## config.mk

```make
export PLATFORM = sky130hd
export DESIGN_NAME = ecc_front
export DESIGN_NICKNAME = d
export VERILOG_FILES = /design/src/rtl/core/ecc_pkg.sv /design/src/rtl/core/ecc_front.sv
export SDC_FILE = /design/constraint.sdc
export NUM_CORES = 1
export LEC_CHECK = 0
export ABC_CLOCK_PERIOD_IN_PS = 11000
export BUFFER_PORTS_ARGS = -buffer_cell sky130_fd_sc_hd__buf_4
export CAP_MARGIN = 20
export CELL_PAD_IN_SITES_DETAIL_PLACEMENT = 1
export CELL_PAD_IN_SITES_GLOBAL_PLACEMENT = 1
export CORE_MARGIN = 5
export CORE_UTILIZATION = 47
export DETAILED_ROUTE_END_ITERATION = 10
export GPL_TIMING_DRIVEN = 1
export PLACE_DENSITY_LB_ADDON = 0.1
export REMOVE_ABC_BUFFERS = 1
export SLEW_MARGIN = 20
export SYNTH_ARGS = -nofsm -noshare
export SYNTH_HDL_FRONTEND = slang
export SYNTH_SLANG_ARGS = --single-unit
```

## constraint.sdc

```tcl
create_clock -name clk -period 11 [get_ports clk]
set_input_delay 2.2 -clock clk [delete_from_list [all_inputs] [get_ports clk]]
set_output_delay 2.2 -clock clk [all_outputs]
set_load 0.005 [all_outputs]
```

## src/rtl/core/ecc_pkg.sv

```systemverilog
// ecc_pkg: shared types and constants for the event completion cache
// no dependencies
package ecc_pkg;

  localparam int SLOTS = 32;
  localparam int SLOT_W = (SLOTS > 1) ? $clog2(SLOTS) : 1;
  localparam int CNT_W = $clog2(SLOTS + 1);
  localparam int ENTRY_W = 129;

  typedef enum logic [2:0] {
    CMD_RECORD   = 3'd0,
    CMD_FORGET   = 3'd1,
    CMD_QUERY    = 3'd2,
    CMD_COMPLETE = 3'd3,
    CMD_STALE    = 3'd4
  } cmd_t;

  // classified item passed from front to back
  typedef struct packed {
    logic [2:0]  cmd;
    logic [63:0] event_id;
    logic [63:0] record_tag;
    logic        tag_ok;
    logic [31:0] delta;
  } op_t;

  typedef struct packed {
    logic [63:0] ev;
    logic [63:0] rec;
    logic        done;
  } entry_t;

endpackage

```

## src/rtl/core/ecc_front.sv

```systemverilog
// ecc_front: accepts items, classifies them and queues them for the back end
// depends on ecc_pkg
module ecc_front (
  input  logic                clk,
  input  logic                rst_n,
  input  logic                in_valid,
  output logic                in_stall,
  input  logic [2:0]          in_cmd,
  input  logic [63:0]         in_event_id,
  input  logic [63:0]         in_record_tag,
  input  logic                in_result_ok,
  input  logic [31:0]         in_delta,
  output logic                q_valid,
  input  logic                q_pop,
  output ecc_pkg::op_t        q_op
);
  import ecc_pkg::*;

  // two entry queue
  op_t        q_mem_r [2];
  logic       wp_r, rp_r;
  logic [1:0] cnt_r;
  logic       push;
  op_t        op_in;

  assign in_stall = (cnt_r == 2'd2);
  assign push     = in_valid && !in_stall;
  assign q_valid  = (cnt_r != 2'd0);
  assign q_op     = q_mem_r[rp_r];

  always_comb begin
    op_in.cmd        = in_cmd;
    op_in.event_id   = in_event_id;
    op_in.record_tag = in_record_tag;
    op_in.tag_ok     = in_result_ok && (in_record_tag != 64'd0);
    op_in.delta      = in_delta;
  end

  always_ff @(posedge clk) begin
    if (push) begin
      q_mem_r[wp_r] <= op_in;
    end
  end

  always_ff @(posedge clk) begin
    if (!rst_n) begin
      wp_r  <= 1'b0;
      rp_r  <= 1'b0;
      cnt_r <= 2'd0;
    end else begin
      if (push) begin
        wp_r <= !wp_r;
      end
      if (q_pop) begin
        rp_r <= !rp_r;
      end
      cnt_r <= cnt_r + {1'b0, push} - {1'b0, q_pop};
    end
  end

  assert property (@(posedge clk) disable iff (!rst_n) q_pop |-> q_valid)
    else $error("pop from empty queue");
  assert property (@(posedge clk) disable iff (!rst_n) cnt_r <= 2'd2)
    else $error("queue overflow");
  assert property (@(posedge clk) disable iff (!rst_n)
    (cnt_r == 2'd2 && !q_pop) |=> in_stall)
    else $error("full queue released stall");
endmodule

```

### Word level (Yosys, flattened, before mapping)

Memories as Yosys holds them, arrays and structs flattened. A register that Yosys moved wholly into a read port is not among the register bits.
Cells that the tools add are included.

| word-level totals | value |
|---|---|
| bits in registers | 4 |
| RAM bits | 328 |
| logic and storage cells | 18 |
| memories | 1 |

Memory list:

| memory | words | width | read ports | clocked after memory_dff | write ports | line | source |
|---|---|---|---|---|---|---|---|
| q_mem_r | 2 | 164 | 1 | 1 | 1 | ecc_front.sv:20 | `op_t q_mem_r [2];` |

| operators by class | value |
|---|---|
| add/sub/neg operators | 2 |
| equality and inequality tests | 1 |
| multiplexer cells | 4 |
| reductions and logical operators | 7 |

Operators by type and width:

| kind | count |
|---|---|
| $reduce_bool 64->1 | 1 |
| $mux 1 | 4 |
| $logic_not 1->1 | 3 |
| $add 2x1->2 | 1 |
| $eq 2x2->1 const B | 1 |
| $logic_and 1x1->1 | 2 |
| $reduce_bool 2->1 | 1 |
| $sub 2x1->2 | 1 |

### Depth between registers and ports, before layout

Gate-level depths: netlist of run 1.

| logic depth | value |
|---|---|
| depth in word-level cells | 5 |
| depth in mapped cells | 8 |

### Worst setup path before layout of run 1

Ideal clock, no wire load.

| path | value |
|---|---|
| path type | input to register |
| start point | input in_valid |
| end point | memory q_mem_r[1][0] (netlist bit) (enable) |
| data arrival time | 6.008 ns |
| data required time | 10.455 ns |
| slack | 4.448 ns |
| stages on the path | 1 |
| buffers on the path | 0 |
| path through | and3_1 |

| on the way | value |
|---|---|
| longest elaborated chain between the ends | 3 |

Ends and longest elaborated chain:

| item | line | source |
|---|---|---|
| start, declared | ecc_front.sv:6 | `input logic in_valid,` |
| $logic_and 1x1->1 | ecc_front.sv:27 | `assign push = in_valid && !in_stall;` |
| $mux 1 | ecc_front.sv:40 | `if (push) begin` |
| $mux 1 (implied by the code) | ecc_front.sv:41 | `q_mem_r[wp_r] <= op_in;` |
| end, declared | ecc_front.sv:20 |  |

No other way between the ends.

==> results.md, run 1 <==
- Clk pwr share: 0.328
- Die Ht: 171 um
- Setup TNS: 0 ns
- Top FF cell, synth: edfxtp_1
- Switching share of power: 0.229
- Detailed Route Iter0 Violations: between 300 and 400
- Pwr/cell area: roughly 200 nW/um^2
- Clk_lat worst skew: about 0.50 ns
- Die area: 29200 sq um
- CP endpoint kind: output port
- Area delta synth->final: 32.2%
- Worst Tran Pin Value: roughly 1.1 ns
- FF+latch area: around 10000 sq um
- Hold Fails Final Rpt: 0
- Layout cells sized above 1: 0.583
- Crit path DAT: 2.68 ns
- Mapped cell area: 12200 sq um
- CP max stage cell: buf_4
- CTS tree: done
- R2R setup slack: just over 8 ns
- Critical-path maximum fanout: 77
- Top layer in use: met4
- FP Rows: 58
- Grt ovf: 0
- Dominant cell type by area after synthesis: edfxtp_1
- Wl on met1: 9930 um
- RSZ-0062 raised after global routing: no
- I/O pin count: around 330
- Worst Path Required: ~8.8 ns
- Setup Viol. Count Final: 0
- Multi-input gate area in the final layout: 2100 sq um
- DRC errors left: 0
- CP Cell Sequence: buf_4 > mux2_2 > buf_4
- Setup crit start kind: flip-flop
- Combinational share of power: 0.164
- Post-synth EDFFs: 328
- First-pass GRT wire length: approximately 41000 um
- CTS buffer count: 35
- Fin. max-slew vios: 0
- Max Fclk: slightly above 200 MHz
- Reg2reg path depth: 5
- Synth top area share: 0.810
- Worst vdd ir: between 0.1 and 0.15 mV
- Metal2 WL: roughly 14000 um
- Hold path cells: 2
- Synth top cells by count: edfxtp_1 (328), mux2_2 (164), buf_2 (18), nor4_1 (15)
- Final net count: 1084
- All-Layer GR Usage: 0.183
- Gate Count Post-Synth: 557
- Largest net degree at the start of global routing: 90
- Top-count cell post-synth: edfxtp_1
- Int Pwr: between 2000 and 2500 uW
- Vias in the first global route: 7196
- Max-cap viol count: 0
- Detail Route Antenna Nets: 0
- FF-to-FF End: q_mem_r[0][113]$_DFFE_PP_
- Yosys synthesis warning count: 0
- Buffer count from post-CTS setup fixing: 0
- Setup crit end: q_op[44]
- Hpwl dp: about 19000 um
- Sink Count: about 330
- Met3 wire len: 2760 um
- Relative slew margins: 0.296
- Static leakage: slightly below 0.006 uW
- Syn avg cell area: approximately 22 sq um
- Die span in x: roughly 170 um
- GPL Wtd Cong: just under 0.8
- Fin crit period: 4.88 ns
- I/O Buffers: roughly 330
- Initial cell density of the core: 0.480
- Via count: 6434
- Initial antenna violation count: 0
- Status: completed
- Per-cell routed wire length: roughly 22 um
- NetSw: ~740 uW
- Drt via density: 5.06
- RR Startpoint: cnt_r[0]$_SDFF_PN0_
- Ys async rst share: 0
- Yosys cell types: 21
- Most used cell along the critical path: buf_4
- Max incr delay on CP: approximately 0.85 ns
- Area of the core: about 25000 sq um
- CTS Hold Bufs: 0
- Pre-Repair DR Iteration Count: 5
- Clock Tree Root: clkbuf_16
- HP Class: flip-flop to flip-flop
- Synth area leaders: edfxtp_1 (81%), mux2_2 (15%), dfxtp_1 (0.82%)
- Hold WS: around 0.51 ns
- Register area share after synthesis: 0.819
- Critical path class: flip-flop to output port
- CTS resizes: 0
- Sequential share of power: 0.508
- #FFs+latches synth: roughly 330
- Htree depth: 2
- Max Root-Sink Buffers: 3
- Clock skew: between 0.01 and 0.015 ns
- Clock slew seen by the registers of the worst setup and hold paths: around 0.060 ns
- Fin crit share: 0.443
- WL final: ~28000 um
- Filler Cells Inserted: 2233
## worst min-delay path by stage
stage / start / endpoint / slack (ns)
2_1_floorplan: wp_r$_SDFFE_PN0P_ / wp_r$_SDFFE_PN0P_ / 0.46
3_3_place_gp: wp_r$_SDFFE_PN0P_ / wp_r$_SDFFE_PN0P_ / 0.49
3_5_place_dp: wp_r$_SDFFE_PN0P_ / wp_r$_SDFFE_PN0P_ / 0.49
4_1_cts: wp_r$_SDFFE_PN0P_ / wp_r$_SDFFE_PN0P_ / 0.51
5_1_grt: wp_r$_SDFFE_PN0P_ / wp_r$_SDFFE_PN0P_ / 0.52
6_report: wp_r$_SDFFE_PN0P_ / wp_r$_SDFFE_PN0P_ / 0.51
## per-layer routing
metal,track usage,vias up
met5,0,-
met3,0.0695,50
met4,0.0592,0
met1,0.205,3188
met2,0.325,246
li1,-,2950
## worst max-delay path, delay by kind of cell, from the launching register on
family                 cells  cell delay [ns]
multiplexers               1             0.46
buffers and inverters      2             0.99
flip-flops                 1             0.64
## through the flow
stage	utilization	instance area [sq um]	cells	setup slack [ns]	power, uW
finish	0.635	16100	1271	6.12	3220
global route	0.635	16100	1270	6.02	3360
CTS	0.635	16100	1270	6.08	3270
detailed placement	0.594	15000	1207	6.44	2200
global placement	0.593	15000	1207	6.19	2180
floorplan	-	12100	539	4.32	1920
## final cells by class
class,count,area share
diodes,1,0.000156
well taps,330,0.0257
inverters,5,0.00148
clock inverters,18,0.00506
multi-input cells,201,0.131
repair buffers,338,0.158
flip-flops and latches,333,0.619
clock buffers,45,0.0595
## power groups by stage
| stage | Sequential (uW) | Clock, uW | Combinational, uW |
|---|---|---|---|
| 6_report | 1640 | 1060 | 528 |
| 3_5_place_dp | 1660 | 0 | 537 |
| 5_1_grt | 1650 | 1150 | 570 |
| 3_3_place_gp | 1650 | 0 | 524 |
| 4_1_cts | 1640 | 1090 | 542 |
| 2_1_floorplan | 1690 | 0 | 230 |
## state kept, by name, summed over array words and instances, names as in the netlist, named ones only
name     cells
q_mem_r    328
wp_r         1
rp_r         1
cnt_r        2
## cell usage in the layout (no fill, tap or decap), drive strengths merged
| cell type | n |
|---|---|
| buf | 338 |
| edfxtp | 328 |
| mux2 | 164 |
| clkbuf | 45 |
| nor4 | 16 |
| clkinv | 16 |
| inv | 6 |
| dfxtp | 5 |
| nand4 | 4 |
| nor2 | 3 |
| xnor2 | 2 |
| ha | 2 |
| diode | 1 |
| nand2b | 1 |
| nand2 | 1 |
| or3 | 1 |
| or2 | 1 |
| o41a | 1 |
| and3 | 1 |
| and2 | 1 |
| o21ai | 1 |
| a21oi | 1 |
| xor2 | 1 |
| clkinvlp | 1 |
## cells by family (layout without fill, tap and decap cells)
family	Yosys count	in the layout	share of synthesized area
other cells	0	1	0
xor+xnor	3	3	0.00216
compound gates	3	3	0.00175
buf+inv	23	406	0.00896
fa+ha+maj	2	2	0.00206
flops	333	333	0.819
mux	164	164	0.152
simple gates	29	29	0.0146
Note: power is estimated with default switching activity, not from simulation.
==> run 2, diff against run 1 <==
ABC_CLOCK_PERIOD_IN_PS = 4990   (was 11000)
CORE_UTILIZATION = 44   (was 47)
clock period = 4.99 ns   (was 11 ns; I/O delays follow)
==> run 2 against run 1 <==
Effect of this change:
- non-clock buffer count rose by 2
- critical path depth did not move
- highest routed layer is now met5
- die area rose by 6.4%
- cell area rose by 0.54%
- setup slack got worse by 4.7 ns
- power rose by 120%
- clock power rose by 120%
- register-to-register slack got worse by 5.8 ns
- critical path type unchanged
- final cell count rose by 3.2%
- clock skew fell by 0.0052 ns
- sequential share of layout area fell by 0.33 points
==> results.md, run 2 (synthesized netlist as in run 1, its figures left out) <==
- Setup crit start kind: flip-flop (unchanged)
- Clk_lat worst skew: 0.50 ns (about the same)
- Die span in x: 176 um (was 171 um)
- Status: completed (unchanged)
- Detail Route Antenna Nets: 0 (unchanged)
- Commonest non-fill, non-tap cell in the layout: buf_4 (unchanged)
- Largest net degree at the start of global routing: 97 (was 90)
- Most flops, register: q_mem_r (unchanged)
- DRC errors left: 0 (unchanged)
- Final net count: 1087 (was 1084)
- Final design instance area without fill: 16200 sq um (was 16100 sq um)
- First-pass GRT wire length: 43000 um (was 40700 um)
- Die area: 31100 sq um (was 29200 sq um)
- Vias in the first global route: 7353 (was 7196)
- Reg2reg path depth: 5 (unchanged)
- Die Ht: 176 um (was 171 um)
- Critical path class: flip-flop to output port (unchanged)
- CP endpoint kind: output port (unchanged)
- Detailed Route Iter0 Violations: 303 (was 367)
- Grt ovf: 0 (unchanged)
- Clock skew: 0.00940 ns (was 0.0146 ns)
- Htree depth: 2 (unchanged)
- Via count: 6623 (was 6434)
- HP Class: flip-flop to flip-flop (unchanged)
- Initial cell density of the core: 0.449 (was 0.480)
- Max Fclk: between 200 and 300 MHz
- Sink Count: 333 (unchanged)
- Per-cell routed wire length: 22.5 um (was 21.9 um)
- Fin crit period: around 3.5 ns
- Worst Tran Pin Value: 1.00 ns (was 1.06 ns)
- Fin crit share: 0.707
- Static leakage: 0.00595 uW (was 0.00593 uW)
- Hpwl dp: 20700 um (was 19300 um)
- GPL Wtd Cong: 0.767 (was 0.778)
- Pwr Total: 7140 uW (was 3220 uW)
- Area of the core: 27100 sq um (was 25300 sq um)
- Hold WS: 0.521 ns (was 0.511 ns)
- WL final: 29500 um (was 27800 um)
- Hold Fails Final Rpt: 0 (unchanged)
- Setup Viol. Count Final: 0 (unchanged)
- Max FFs per register: 328 (unchanged)
- Clock Tree Root: clkbuf_16 (unchanged)
- All-Layer GR Usage: 0.183 (about the same)
- Layout cells sized above 1: 0.587 (was 0.583)
- Fin. max-slew vios: 0 (unchanged)
- Worst Path Required: 3.99 ns (was 8.80 ns)
- Drt via density: 5.05 (was 5.06)
- Hold path cells: 2 (unchanged)
- Buffer count from post-CTS setup fixing: 0 (unchanged)
- FP Rows: 60 (was 58)
- Max Root-Sink Buffers: 3 (unchanged)
- RSZ-0062 raised after global routing: no (unchanged)
- Setup TNS: 0 ns (unchanged)
- Clock slew seen by the registers of the worst setup and hold paths: 0.05 ns (was 0.06 ns)
- CTS buffer count: 36 (was 35)
- Worst vdd ir: 0.372 mV (was 0.137 mV)
- Pre-Repair DR Iteration Count: 4 (was 5)
- Crit path DAT: 2.53 ns (was 2.68 ns)
- Relative slew margins: 0.331 (was 0.296)
- Placed Area: 15100 sq um (was 15000 sq um)
- I/O pin count: 334 (unchanged)
- Area delta synth->final: 32.9% (was 32.2%)
- Critical-path maximum fanout: 52 (was 77)
- Pwr/cell area: 442 nW/um^2 (was 200 nW/um^2)
- Most frequent cells in the layout: buf_4 (337), edfxtp_1 (328), mux2_2 (164), clkbuf_16 (37), nor4_1 (15) (unchanged)
- CTS resizes: 0 (unchanged)
- Max-cap viol count: 0 (unchanged)
- Biggest regs: q_mem_r (328), cnt_r (2) (unchanged)
- I/O Buffers: 333 (unchanged)
- Initial antenna violation count: 1 (was 0)
- Final Util: 0.596 (was 0.635)
- CTS tree: done (unchanged)
- CTS Hold Bufs: 0 (unchanged)
run 2: changes by cell type in the layout (fill, tap and decap cells not counted), sizes merged:
cell,delta
buf,+2
clkinvlp,-1
clkinv,-2
run 2: metrics by stage:
stage / instances / worst slack [ns]
floorplan: 539 / -0.493
global placement: 1251 / 1.90
detailed placement: 1251 / 1.82
CTS: 1311 / 1.41
global route: 1311 / 1.36
finish: 1312 / 1.46
run 2: final timing paths:
check	start	endpoint	slack, ns
worst min register to register	rp_r$_SDFFE_PN0P_	flip-flop	0.52
worst max register to register	cnt_r[0]$_SDFF_PN0_	q_mem_r[0][34]$_DFFE_PP_	2.50
worst max-delay path	flip-flop	q_op[39]	1.46
worst min-delay path	rp_r$_SDFFE_PN0P_	flip-flop	0.52
run 2: layout make-up:
cell class | instances | area [sq um]
Inverter | 5 | 23.8
Clock buffer | 45 | 956
Sequential cell | 333 | 9950
Clock inverter | 15 | 66.3
Timing Repair Buffer | 340 | 2590
Multi-Input combinational cell | 201 | 2100
Antenna cell | 1 | 2.50
Tap cell | 372 | 465
Fill cell | 2418 | 10900
run 2: metal layers:
metal,up-vias,share of wire,global-route usage
met5,-,0.00024,0
met4,2,0.029,0.0591
met3,55,0.078,0.0574
met2,260,0.51,0.319
met1,3344,0.38,0.217
li1,2962,-,-
run 2: worst max-delay path: stages, from the launching register on:
cell and delay, ns:
dfxtp_4 0.82, buf_4 0.57, mux2_2 0.41, buf_4 0.15
run 2: where the power goes:
group,internal (uW),switching (uW),leakage (uW)
clock network,1350,990,0.000501
registers,3510,109,0.00310
logic,618,560,0.00235
